**config.mk**
```make
export PLATFORM = sky130hd
export DESIGN_NAME = audio_peak_rms_level_meter
export DESIGN_NICKNAME = d
export VERILOG_FILES = /design/src/hdl/apm_pkg.sv /design/src/hdl/apm_front.sv /design/src/hdl/apm_queue.sv /design/src/hdl/apm_back.sv /design/src/hdl/audio_peak_rms_level_meter.sv
export SDC_FILE = /design/constraint.sdc
export NUM_CORES = 2
export LEC_CHECK = 0
export BUFFER_PORTS_ARGS = -buffer_cell sky130_fd_sc_hd__buf_4
export CORE_UTILIZATION = 50
export CTS_CLUSTER_DIAMETER = 40
export DETAILED_ROUTE_END_ITERATION = 12
export GPL_TIMING_DRIVEN = 0
export PLACE_DENSITY = 0.73
export SETUP_SLACK_MARGIN = 0.1
export SLEW_MARGIN = 20
export SYNTH_ARGS = -nofsm -noshare
export SYNTH_HDL_FRONTEND = slang
export SYNTH_SLANG_ARGS = --single-unit
```
**constraint.sdc**
```tcl
create_clock -name clk_i -period 10.5 [get_ports clk_i]
set_clock_uncertainty 0.2 [all_clocks]
set_input_delay 2.1 -clock clk_i [delete_from_list [all_inputs] [get_ports clk_i]]
set_output_delay 2.1 -clock clk_i [all_outputs]
set_load 0.02 [all_outputs]
```
**src/hdl/apm_pkg.sv**
```systemverilog
// Shared types and constants of the audio peak / RMS level meter.
`default_nettype none
package apm_pkg;

  // Default widths for the top-level parameters
  localparam int unsigned DEF_SAMPLE_BITS = 16;
  localparam int unsigned DEF_COUNT_BITS  = 32;

  // Widest accumulator widths that a window request may carry
  localparam int unsigned CNT_W_MAX = 32;
  localparam int unsigned SUM_W_MAX = 30 + CNT_W_MAX;

  // Step counter wide enough for the longest divider run
  localparam int unsigned STEP_W = $clog2(SUM_W_MAX + 1);

  // Floor limits and reset value, Q8.8 dB
  localparam logic signed [15:0] FLOOR_MIN   = -16'sd30720;
  localparam logic signed [15:0] FLOOR_MAX   = -16'sd256;
  localparam logic signed [15:0] FLOOR_RESET = -16'sd30720;

  // 20*log10(2) in Q16
  localparam logic [18:0] DB_K_Q16 = 19'd394566;

  // One closed measurement window, handed from front to back
  typedef struct packed {
    logic [14:0]          max_pos;
    logic [15:0]          max_neg;
    logic [SUM_W_MAX-1:0] sum;
    logic [CNT_W_MAX-1:0] count;
  } win_t;

endpackage
`default_nettype wire

```
**src/hdl/apm_front.sv**
```systemverilog
// Front end: takes samples, keeps the peaks, square sum and count, closes windows.
`default_nettype none
module apm_front #(
  parameter int unsigned SAMPLE_BITS = 16,
  parameter int unsigned COUNT_BITS  = 32
) (
  input  wire                 clk_i,
  input  wire                 rst_ni,
  input  wire          [15:0] sample_i,
  input  wire                 last_i,
  input  wire                 in_valid_i,
  output logic                in_ready_o,
  input  wire                 q_full_i,
  output logic                push_o,
  output apm_pkg::win_t       push_win_o
);
  import apm_pkg::*;

  localparam int unsigned SUM_W = 30 + COUNT_BITS;

  logic [14:0]            pos_q, pos_d;
  logic [15:0]            neg_q, neg_d;
  logic [SUM_W-1:0]       sum_q, sum_d;
  logic [COUNT_BITS-1:0]  cnt_q, cnt_d;
  logic [SAMPLE_BITS-1:0] raw;
  logic [15:0]            v;
  logic [15:0]            mag;
  logic [31:0]            sq;
  logic                   counting;
  logic                   accept;

  assign in_ready_o = !q_full_i;
  assign accept     = in_valid_i && in_ready_o;

  // Scale the sample to Q1.15 and take its magnitude
  assign raw = sample_i[SAMPLE_BITS-1:0];
  assign v   = 16'(raw) << (16 - SAMPLE_BITS);
  assign mag = v[15] ? (~v + 16'd1) : v;
  assign sq  = 32'(mag) * 32'(mag);

  // Update the peaks, and the sum and count until the count saturates
  assign counting = (cnt_q != '1);
  always_comb begin
    pos_d = (!v[15] && (v[14:0] > pos_q)) ? v[14:0] : pos_q;
    neg_d = (v[15] && (mag > neg_q)) ? mag : neg_q;
    sum_d = counting ? (sum_q + SUM_W'(sq)) : sum_q;
    cnt_d = counting ? (cnt_q + COUNT_BITS'(1)) : cnt_q;
  end

  // Hand the closed window on
  assign push_o             = accept && last_i;
  assign push_win_o.max_pos = pos_d;
  assign push_win_o.max_neg = neg_d;
  assign push_win_o.sum     = SUM_W_MAX'(sum_d);
  assign push_win_o.count   = CNT_W_MAX'(cnt_d);

  // Hold the accumulators, clear them when a window closes
  always_ff @(posedge clk_i or negedge rst_ni) begin
    if (!rst_ni) begin
      pos_q <= '0;
      neg_q <= '0;
      sum_q <= '0;
      cnt_q <= '0;
    end else if (accept) begin
      if (last_i) begin
        pos_q <= '0;
        neg_q <= '0;
        sum_q <= '0;
        cnt_q <= '0;
      end else begin
        pos_q <= pos_d;
        neg_q <= neg_d;
        sum_q <= sum_d;
        cnt_q <= cnt_d;
      end
    end
  end

endmodule
`default_nettype wire

```
**src/hdl/apm_queue.sv**
```systemverilog
// Two-entry queue of closed windows between front and back.
`default_nettype none
module apm_queue (
  input  wire            clk_i,
  input  wire            rst_ni,
  input  wire            push_i,
  input  apm_pkg::win_t  push_win_i,
  input  wire            pop_i,
  output apm_pkg::win_t  pop_win_o,
  output logic           full_o,
  output logic           empty_o
);
  import apm_pkg::*;

  win_t       mem_q [2];
  logic       wr_q, rd_q;
  logic [1:0] fill_q;

  assign full_o    = (fill_q == 2'd2);
  assign empty_o   = (fill_q == 2'd0);
  assign pop_win_o = mem_q[rd_q];

  // Store pushed windows
  always_ff @(posedge clk_i) begin
    if (push_i) begin
      mem_q[wr_q] <= push_win_i;
    end
  end

  // Advance pointers and fill level
  always_ff @(posedge clk_i or negedge rst_ni) begin
    if (!rst_ni) begin
      wr_q   <= 1'b0;
      rd_q   <= 1'b0;
      fill_q <= 2'd0;
    end else begin
      if (push_i) wr_q <= ~wr_q;
      if (pop_i)  rd_q <= ~rd_q;
      fill_q <= fill_q + 2'(push_i) - 2'(pop_i);
    end
  end

  a_no_overflow: assert property (@(posedge clk_i) disable iff (!rst_ni)
    full_o && !pop_i |-> !push_i) else $error("window queue overflow");
  a_no_underflow: assert property (@(posedge clk_i) disable iff (!rst_ni)
    empty_o |-> !pop_i) else $error("window queue underflow");

endmodule
`default_nettype wire

```
**src/hdl/apm_back.sv**
```systemverilog
// Back end: divide, square root and two dB conversions per window, output register.
`default_nettype none
module apm_back #(
  parameter int unsigned COUNT_BITS = 32
) (
  input  wire                clk_i,
  input  wire                rst_ni,
  input  wire                cfg_we_i,
  input  wire         [15:0] cfg_wdata_i,
  input  wire                q_empty_i,
  input  apm_pkg::win_t      pop_win_i,
  output logic               pop_o,
  output logic               out_valid_o,
  input  wire                out_ready_i,
  output logic        [14:0] peak_positive_o,
  output logic        [15:0] peak_negative_mag_o,
  output logic signed [15:0] peak_db_o,
  output logic        [15:0] rms_level_o,
  output logic signed [15:0] rms_db_o,
  output logic        [14:0] crest_db_o,
  output logic        [31:0] sample_total_o
);
  import apm_pkg::*;

  localparam int unsigned SUM_W = 30 + COUNT_BITS;

  typedef enum logic [3:0] {
    S_IDLE, S_DIV, S_SQRT, S_LOG_LOAD, S_LOG_SQ, S_LOG_NORM,
    S_LOG_MUL, S_LOG_RND, S_DONE
  } state_e;

  state_e                state_q;
  logic signed [15:0]    floor_q;
  logic [STEP_W-1:0]     step_q;
  logic [14:0]           pos_q;
  logic [15:0]           neg_q;
  logic [CNT_W_MAX-1:0]  cnt_q;
  logic [SUM_W_MAX-1:0]  dvd_q, quo_q;
  logic [31:0]           rem_q;
  logic [31:0]           n_q, res_q, bit_q;
  logic [15:0]           rms_q;
  logic                  sel_q;
  logic [3:0]            e_q;
  logic [31:0]           m_q;
  logic [63:0]           prod_q;
  logic [15:0]           f_q;
  logic [38:0]           dbp_q;
  logic signed [15:0]    pdb_q, rdb_q;

  // Floor saturated to its legal range
  logic signed [15:0] flr;
  assign flr = (floor_q < FLOOR_MIN) ? FLOOR_MIN :
               (floor_q > FLOOR_MAX) ? FLOOR_MAX : floor_q;

  // Divider step
  logic [32:0] rem_s;
  logic        div_ge;
  assign rem_s  = {rem_q, dvd_q[SUM_W_MAX-1]};
  assign div_ge = (rem_s >= 33'(cnt_q));

  // Square root step
  logic [31:0] trial;
  assign trial = res_q + bit_q;

  // Log input level and its leading one
  logic [15:0] peak, lx;
  logic [3:0]  lead;
  assign peak = (16'(pos_q) > neg_q) ? 16'(pos_q) : neg_q;
  assign lx   = sel_q ? rms_q : peak;
  always_comb begin
    lead = '0;
    for (int i = 1; i < 16; i++) begin
      if (lx[i]) lead = 4'(i);
    end
  end

  // Normalise the squared mantissa
  logic [31:0] mn;
  assign mn = prod_q[61:30];

  // Log magnitude, rounding and floor clamp
  logic [19:0]        lmag;
  logic [39:0]        rnd;
  logic signed [16:0] db17;
  logic signed [15:0] db;
  assign lmag = {4'd15 - e_q, 16'd0} - 20'(f_q);
  assign rnd  = 40'(dbp_q) + 40'h80_0000;
  assign db17 = -$signed({1'b0, rnd[39:24]});
  assign db   = (db17 < 17'(flr)) ? flr : db17[15:0];

  // Crest factor
  logic signed [16:0] crest;
  assign crest = 17'(pdb_q) - 17'(rdb_q);

  assign pop_o = (state_q == S_IDLE) && !q_empty_i;

  // Hold the floor register
  always_ff @(posedge clk_i or negedge rst_ni) begin
    if (!rst_ni) begin
      floor_q <= FLOOR_RESET;
    end else if (cfg_we_i) begin
      floor_q <= cfg_wdata_i;
    end
  end

  // Sequence the window computation and register the result
  always_ff @(posedge clk_i or negedge rst_ni) begin
    if (!rst_ni) begin
      state_q             <= S_IDLE;
      out_valid_o         <= 1'b0;
      step_q              <= '0;
      sel_q               <= 1'b0;
      pos_q               <= '0;
      neg_q               <= '0;
      cnt_q               <= '0;
      dvd_q               <= '0;
      quo_q               <= '0;
      rem_q               <= '0;
      n_q                 <= '0;
      res_q               <= '0;
      bit_q               <= '0;
      rms_q               <= '0;
      e_q                 <= '0;
      m_q                 <= '0;
      prod_q              <= '0;
      f_q                 <= '0;
      dbp_q               <= '0;
      pdb_q               <= '0;
      rdb_q               <= '0;
      peak_positive_o     <= '0;
      peak_negative_mag_o <= '0;
      peak_db_o           <= '0;
      rms_level_o         <= '0;
      rms_db_o            <= '0;
      crest_db_o          <= '0;
      sample_total_o      <= '0;
    end else begin
      case (state_q)
        S_IDLE: begin
          if (!q_empty_i) begin
            pos_q   <= pop_win_i.max_pos;
            neg_q   <= pop_win_i.max_neg;
            cnt_q   <= pop_win_i.count;
            dvd_q   <= pop_win_i.sum << (SUM_W_MAX - SUM_W);
            rem_q   <= '0;
            quo_q   <= '0;
            step_q  <= '0;
            state_q <= S_DIV;
          end
        end
        S_DIV: begin
          rem_q  <= div_ge ? 32'(rem_s - 33'(cnt_q)) : rem_s[31:0];
          quo_q  <= {quo_q[SUM_W_MAX-2:0], div_ge};
          dvd_q  <= dvd_q << 1;
          if (step_q == STEP_W'(SUM_W - 1)) begin
            step_q  <= '0;
            state_q <= S_SQRT;
          end else begin
            step_q <= step_q + STEP_W'(1);
          end
        end
        S_SQRT: begin
          if (step_q == '0) begin
            n_q   <= 32'(quo_q[30:0]);
            res_q <= '0;
            bit_q <= 32'h4000_0000;
            step_q <= step_q + STEP_W'(1);
          end else begin
            if (n_q >= trial) begin
              n_q   <= n_q - trial;
              res_q <= (res_q >> 1) + bit_q;
            end else begin
              res_q <= res_q >> 1;
            end
            bit_q  <= bit_q >> 2;
            if (step_q == STEP_W'(16)) begin
              step_q  <= '0;
              sel_q   <= 1'b0;
              state_q <= S_LOG_LOAD;
            end else begin
              step_q <= step_q + STEP_W'(1);
            end
          end
        end
        S_LOG_LOAD: begin
          if (step_q == '0 && sel_q == 1'b0) rms_q <= res_q[15:0];
          if (step_q == '0 && sel_q == 1'b0) begin
            step_q <= STEP_W'(1);
          end else if (lx == '0) begin
            if (sel_q) rdb_q <= flr;
            else       pdb_q <= flr;
            step_q  <= '0;
            state_q <= sel_q ? S_DONE : S_LOG_LOAD;
            sel_q   <= 1'b1;
          end else begin
            e_q     <= lead;
            m_q     <= 32'(lx) << (5'd30 - 5'(lead));
            f_q     <= '0;
            step_q  <= '0;
            state_q <= S_LOG_SQ;
          end
        end
        S_LOG_SQ: begin
          prod_q  <= 64'(m_q) * 64'(m_q);
          state_q <= S_LOG_NORM;
        end
        S_LOG_NORM: begin
          f_q    <= {f_q[14:0], mn[31]};
          m_q    <= mn[31] ? (mn >> 1) : mn;
          step_q <= step_q + STEP_W'(1);
          state_q <= (step_q == STEP_W'(15)) ? S_LOG_MUL : S_LOG_SQ;
        end
        S_LOG_MUL: begin
          dbp_q   <= 39'(lmag) * 39'(DB_K_Q16);
          state_q <= S_LOG_RND;
        end
        S_LOG_RND: begin
          if (sel_q) rdb_q <= db;
          else       pdb_q <= db;
          step_q  <= '0;
          state_q <= sel_q ? S_DONE : S_LOG_LOAD;
          sel_q   <= 1'b1;
        end
        S_DONE: begin
          if (!out_valid_o || out_ready_i) begin
            peak_positive_o     <= pos_q;
            peak_negative_mag_o <= neg_q;
            peak_db_o           <= pdb_q;
            rms_level_o         <= rms_q;
            rms_db_o            <= rdb_q;
            crest_db_o          <= crest[16] ? 15'd0 : crest[14:0];
            sample_total_o      <= cnt_q;
            sel_q               <= 1'b0;
            state_q             <= S_IDLE;
          end
        end
        default: state_q <= S_IDLE;
      endcase

      // Raise the result flag on load, drop it once the result is taken
      if (state_q == S_DONE && (!out_valid_o || out_ready_i)) begin
        out_valid_o <= 1'b1;
      end else if (out_ready_i) begin
        out_valid_o <= 1'b0;
      end
    end
  end

  a_rms_range: assert property (@(posedge clk_i) disable iff (!rst_ni)
    state_q == S_DONE |-> rms_q <= 16'd32768) else $error("rms out of range");
  a_div_bound: assert property (@(posedge clk_i) disable iff (!rst_ni)
    state_q == S_DIV |-> step_q < STEP_W'(SUM_W)) else $error("divider overran");
  a_no_lost_result: assert property (@(posedge clk_i) disable iff (!rst_ni)
    out_valid_o && !out_ready_i |=> out_valid_o) else $error("result dropped");

endmodule
`default_nettype wire

```
**src/hdl/audio_peak_rms_level_meter.sv**
```systemverilog
// Top level of the audio peak / RMS level meter.
// Samples (Q1.15) are taken at one per cycle while the
// two-entry window queue has room; a sample with last set closes the window.
// Each closed window is then worked by the back end: bit-serial division
// of 30 + COUNT_BITS quotient bits, a square root and the two dB
// conversions (each of 16 squarings on the shared 32x32 multiplier);
// sampling goes on meanwhile and stalls only when two windows are already
// waiting.
// The result sits in an output register until taken.
`default_nettype none
module audio_peak_rms_level_meter #(
  parameter int unsigned SAMPLE_BITS = apm_pkg::DEF_SAMPLE_BITS,
  parameter int unsigned COUNT_BITS  = apm_pkg::DEF_COUNT_BITS
) (
  input  wire                clk_i,
  input  wire                rst_ni,
  input  wire                cfg_we_i,
  input  wire         [15:0] cfg_wdata_i,
  input  wire                in_valid_i,
  output logic               in_ready_o,
  input  wire         [15:0] sample_i,
  input  wire                last_i,
  output logic               out_valid_o,
  input  wire                out_ready_i,
  output logic        [14:0] peak_positive_o,
  output logic        [15:0] peak_negative_mag_o,
  output logic signed [15:0] peak_db_o,
  output logic        [15:0] rms_level_o,
  output logic signed [15:0] rms_db_o,
  output logic        [14:0] crest_db_o,
  output logic        [31:0] sample_total_o
);
  import apm_pkg::*;

  win_t push_win, pop_win;
  logic push, pop, q_full, q_empty;

  apm_front #(.SAMPLE_BITS(SAMPLE_BITS), .COUNT_BITS(COUNT_BITS)) u_front (
    .clk_i, .rst_ni, .sample_i, .last_i, .in_valid_i, .in_ready_o,
    .q_full_i(q_full), .push_o(push), .push_win_o(push_win)
  );

  apm_queue u_queue (
    .clk_i, .rst_ni, .push_i(push), .push_win_i(push_win), .pop_i(pop),
    .pop_win_o(pop_win), .full_o(q_full), .empty_o(q_empty)
  );

  apm_back #(.COUNT_BITS(COUNT_BITS)) u_back (
    .clk_i, .rst_ni, .cfg_we_i, .cfg_wdata_i, .q_empty_i(q_empty),
    .pop_win_i(pop_win), .pop_o(pop), .out_valid_o, .out_ready_i,
    .peak_positive_o, .peak_negative_mag_o, .peak_db_o, .rms_level_o,
    .rms_db_o, .crest_db_o, .sample_total_o
  );

endmodule
`default_nettype wire
```
After elaboration in Yosys (flattened, before gate mapping)
Memory sizes are Yosys's and may differ from the RTL's.
Index checks and enable logic that the tools add are counted.

storage, ports and cells
  flip-flop bits (word level) = 767
  bits in latches = 0
  memory bits (writable) = 250
  ROM bits = 0
  input bits = 38
  output and inout port bits = 128
  word-level logic and storage cells = 217
  memories = 1

memories
  memory         words  bits a word  read ports  clocked after Yosys merged registers in  write ports  line             source
  u_queue.mem_q  2      125          1           0                                        1            apm_queue.sv:15  win_t mem_q [2];

cells by class
  add/subtract/negate cells = 16
  $mul = 3
  divide/modulo/power cells = 0
  magnitude comparators = 8
  equality and inequality tests = 25
  shift operators = 1
  muxes and demuxes = 85
  bitwise operators = 7
  reductions and logical operators = 35

operator list
  cell                    number
  $mux 32                 10
  $mux 16                 18
  $mux 62                 3
  $pmux 32 s2             2
  $pmux 62 s2             1
  $pmux 16 s2             3
  $mux 31                 3
  $mux 4                  22
  $sub 32x32->32          2
  $add 62x32->62          1
  $mul 32x32->62          1
  $pmux 31 s2             1
  $mux 15                 3
  $add 39x24->40 const B  1
  $mul 20x18->38 const B  1
  $pmux 4 s9              1
  $pmux 6 s6              1
  $ge 33x32->1            1
  $add 31x32->32          1
  $add 32x1->32 const B   1
  $add 32x32->32          1
  $ge 32x32->1            1
  $mul 16x16->32          1
  $ne 32x32->1 const B    1
  other kinds (46)        99

Depth between registers and ports, before layout
  depth in word-level cells = 23
  gate-level depth with buffers = 36
  gate-level depth less buffers = 34

Hierarchy
A second synthesis with hierarchy kept.

unflattened totals
  cell total of the unflattened synthesis = 9,406
  area total of the unflattened synthesis = 90,898.4 µm²

modules (own cells, without submodules)
  module     times used  cells each  area each (µm²)  seq. area each (µm²)
  apm_back   1           6,973       64,649.5         14,266.2
  apm_front  1           2,029       16,879.9         3,128.0
  apm_queue  1           404         9,369.0          7,607.3

Least setup slack after synthesis
OpenSTA, ideal clock, no wires.

  path kind = input to register
  start = input sample_i[6]
  end = register u_front.sum_q[47]
  setup time = 133 ps
  arrival = 10,373 ps
  data required time = 10,167 ps
  setup slack = -206 ps
  cell stages on the path = 29
  buffers on the path = 1
  cells stage by stage = or4_1 > nor4_1 > nand2b_1 > or2_2 > o21ai_0 > xor2_1 > clkinv_1 > nand2_1 > fa_1 > fa_1 > fa_1 > inv_1 > fa_1 > fa_1 > inv_1 > fa_1 > inv_1 > ha_1 > nand3_1 > nor4b_1 > nor3_1 > or4_1 > a31oi_1 > a21boi_0 > a21oi_1 > clkbuf_1 > and3_1 > mux2i_1 > o21ai_0

on the way
  word-level cells in the longest chain between the ends = 7

ends and longest elaborated chain
  element                 line                              source
  start: declaration      audio_peak_rms_level_meter.sv:21  input wire [15:0] sample_i,
  $not 16->16             apm_front.sv:38                   assign mag = v[15] ? (~v + 16'd1) : v;
  $add 16x1->16           apm_front.sv:38
  $mux 16 *               apm_front.sv:38
  $mul 16x16->32 *        apm_front.sv:39                   assign sq = 32'(mag) * 32'(mag);
  $add 62x32->62 *        apm_front.sv:46                   sum_d = counting ? (sum_q + SUM_W'(sq)) : sum_q;
  $mux 62 *               apm_front.sv:46
  $mux 62 *               apm_front.sv:65                   if (last_i) begin
  end signal: assignment  apm_front.sv:73                   sum_q <= sum_d;
  end: declaration        apm_front.sv:23                   logic [SUM_W-1:0] sum_q, sum_d;

Every way passes the cells marked *; elsewhere a longest branch is shown, timed or not.
A chain may end at the register's enable or synchronous reset.

Worst setup path in the final report
  start = register u_back.m_q[14]
  end = register u_back.prod_q[60]

on the way
  word-level cells in the longest chain between the ends = 1

ends and longest elaborated chain
  element                   line             source
  start: declaration        apm_back.sv:44   logic [31:0] m_q;
  start signal: assignment  apm_back.sv:197  m_q <= 32'(lx) << (5'd30 - 5'(lead));
  start signal: assignment  apm_back.sv:209  m_q <= mn[31] ? (mn >> 1) : mn;
  $mul 32x32->62            apm_back.sv:204  prod_q <= 64'(m_q) * 64'(m_q);
  end signal: assignment    apm_back.sv:204
  end: declaration          apm_back.sv:45   logic [63:0] prod_q;

Every way passes these cells.

==> impl_metrics.yaml <==
worst_setup_path:
  max_stage_delay_ps: 750
  r2r_end: "u_back.prod_q[60]"
  cp-start-kind: "flop"
  worst-r2r-setup-slack_ps: 310
  ff2ff_path_depth: 29
  critPathArrivalTime_ps: 10590
  reg2reg_from: "u_back.m_q[14]"
  cp.depth: 29
  crit_type: "flop to flop"
  critPathMaxFanout: 10
  cp-end-kind: "flop"
  crit_path_top_delay_cell: "clkbuf_1"
  crit_buf_inv: 6
  critPathTopFamily: "adder cells"
  worstPathRequired_ps: 10890
  cpMostUsedCell: "fa_1"
grt:
  grt_pass1_wl_um: 395000
  grt_pass1_vias: 69800
  grt_max_degree: 103
  antenna_found_initial: 13
  grt_overflow_total: 0
  track_usage_pct: 28.5
timing:
  post-route-period-util_pct: 97.1
  hold_slack_ps: 283
  grt_setup_unrepaired: "yes"
  worstMarginPinSlew_ps: 1230
  setup_viol: 0
  maxSlewHeadroom_pct: 18.2
  hold_viol: 0
  fmax_ghz: 0.0981
  slew_viol_final: 0
  min_period_ps: 10190
placed_design:
  placed_area_um2: 93500
  post-dp-hpwl_um: 202000
  portBuffers: 162
  gp_congestion: 1.02
detailed_routing:
  via_per_inst: 5.64
  drt-initial-drc-count: 5711
  antenna_left: 0
  first_pass_iters: 10
  vias: 66600
  drc: 44
  wl_per_cell_um: 21.5
  routed_wl_um: 254000
hold_path:
  hold_start: "u_back.rms_db_o[12]"
  hold_depth: 2
  min_to: "u_back.rms_db_o[12]"
  holdCritPathClass: "flop to flop"
finish:
  top_register: "u_queue.mem_q"
  largest_register_ffs: 250
  top_regs: "u_queue.mem_q (250), u_back.dvd_q (62), u_front.sum_q (62)"
  fin_area_um2: 97700
  nNetsFinal: 11200
  drive_gt1_share_pct: 7.56
  syn_to_final_growth_pct: 10.1
  fillers: 15100
clocking:
  cts_buffers: 107
  clock_path_buffers: 3
  clk_latency_ps: 750
  cts-hold-fix-buffers: 0
  root_buffer: "clkbuf_16"
  cts_tree: "built"
  h-tree-depth: 3
  clock_sinks: 949
  path_clk_slew_ps: 60
die:
  start_util_pct: 50.4
  die_x_um: 423
  rows: 154
  io_pins: 166
  core_um2: 176000
  dieArea_um2: 179000
  die_h_um: 423
run_status:
  outcome: "complete, but fails checks"
  violations: "DRC"
synth:
  synth-async-reset-ratio_pct: 73.7
  yosysWarnings: 0
  yosysSeqAreaShare_pct: 28.2
  syn_area_per_cell_um2: 9.80
  synth_edf_count: 250
  netlist_area_um2: 88800
  synthFlopType: "dfrtp_1"
  ys_ff_latch: 949
  synth.distinct_cells: 99
  syn_inst: 9055
flow_run:
  drv_cap: 0
==> kinds of logic after synthesis <==
kind of cell,synth area share (%)
and+or+nand+nor,11.2
DFF,28.2
AOI/OAI and AO/OA,9.52
other,0.00846
buffers and inverters,8.85
xor gates and xnor gates,3.40
muxes,4.57
adders and majority gates,34.2
==> routing by layer <==
metal / global-route usage, % / share of wire [%]
met3: 4.95 / 7.3
met5: 0 / 0.017
met2: 46.7 / 47
met1: 35.9 / 39
met4: 15.5 / 6.5
==> Yosys cell counts, drive strengths merged (12+ instances only) <==
cell type     n  share of area [%]
a211oi       21               0.19
a21boi       12               0.10
a21o         78               0.66
a21oi       250                1.4
a221o        66               0.74
a221oi       13               0.14
a22o         74               0.73
a31o         19               0.19
a31oi        56               0.45
and2        206                1.5
and3         52               0.37
and4         14               0.14
buf          41               0.25
clkbuf      333                1.4
dfrtp       697                 20
edfxtp      250                8.5
fa         1070                 24
ha          718                 10
inv        1692                7.2
mux2        144                1.8
mux2i       239                2.7
nand2      1027                4.3
nand2b       38               0.27
nand3       162               0.91
nand4        54               0.39
nor2        420                1.8
nor2b        52               0.37
nor3         90               0.52
nor4         19               0.17
o211ai       20               0.18
o21a         29               0.25
o21ai       503                2.8
o21bai       31               0.26
o31a         12               0.12
o31ai        37               0.32
or2          18               0.13
or3          19               0.13
xnor2       191                1.9
xor2        153                1.5
==> stage by stage <==
step	setup slack (ps)	std cells	TNS, ps	util, %
final	306	11800	0	55.4
after detailed placement	-2820	11600	-280620	53.0
after global routing	98.1	11800	0	55.4
after CTS	128	11800	0	55.3
after floorplan	141	9065	0	-
after global placement	-3180	11600	-999630	52.7
==> cell type report <==
cell class	count	area (um^2)	share of cell area (%)
repair buffers	205	1810	1.85
clock buffers	143	2910	2.98
well taps	2340	2930	3.00
multi-input cells	6040	56400	57.7
inverters	1702	6410	6.56
plain buffers	368	1530	1.56
flip-flops and latches	949	25000	25.6
clock inverters	60	709	0.726
diodes	3	7.51	0.00768
==> how the worst max path moves through the flow <==
stage	end	start	slack [ps]
finish	u_back.prod_q[60]	u_back.m_q[14]	310
global route	u_back.prod_q[61]	u_back.m_q[4]	100
CTS	u_queue.mem_q[0][93]	sample_i[6]	130
detailed placement	u_queue.mem_q[1][93]	sample_i[0]	-2820
global placement	u_queue.mem_q[0][93]	sample_i[0]	-3180
floorplan	u_front.sum_q[47]	sample_i[6]	140
==> tightest hold or removal path, delay by kind of cell, from the launching register on <==
family / cells / cell delay, ps
AOI/OAI and AO/OA: 1 / 60
DFF: 1 / 340
and+or+nand+nor: 1 / 50
==> what timing repair did <==
item / in CTS / in global routing
buffers inserted: 14 / 10
gates resized for setup: 80 / 59
pin swaps: 9 / 5
endpoints found under the setup margin: 157 / 105
==> layout by cell type (no fill, tap or decap), drive strengths merged, types with 13 or more instances in the layout <==
| cell type | count |
|---|---|
| a211oi | 21 |
| a21o | 78 |
| a21oi | 250 |
| a221o | 66 |
| a221oi | 13 |
| a22o | 74 |
| a31o | 19 |
| a31oi | 56 |
| and2 | 206 |
| and3 | 52 |
| and4 | 14 |
| buf | 248 |
| clkbuf | 468 |
| clkinv | 34 |
| dfrtp | 697 |
| edfxtp | 250 |
| fa | 1070 |
| ha | 718 |
| inv | 1717 |
| mux2 | 144 |
| mux2i | 239 |
| nand2 | 1027 |
| nand2b | 38 |
| nand3 | 162 |
| nand4 | 54 |
| nor2 | 420 |
| nor2b | 52 |
| nor3 | 90 |
| nor4 | 19 |
| o211ai | 20 |
| o21a | 29 |
| o21ai | 503 |
| o21bai | 31 |
| o31ai | 37 |
| or2 | 18 |
| or3 | 19 |
| xnor2 | 191 |
| xor2 | 153 |
Power is left out: the tool's default activity adds up to more than one toggle a clock period on the data nets, which glitch-free logic cannot reach.
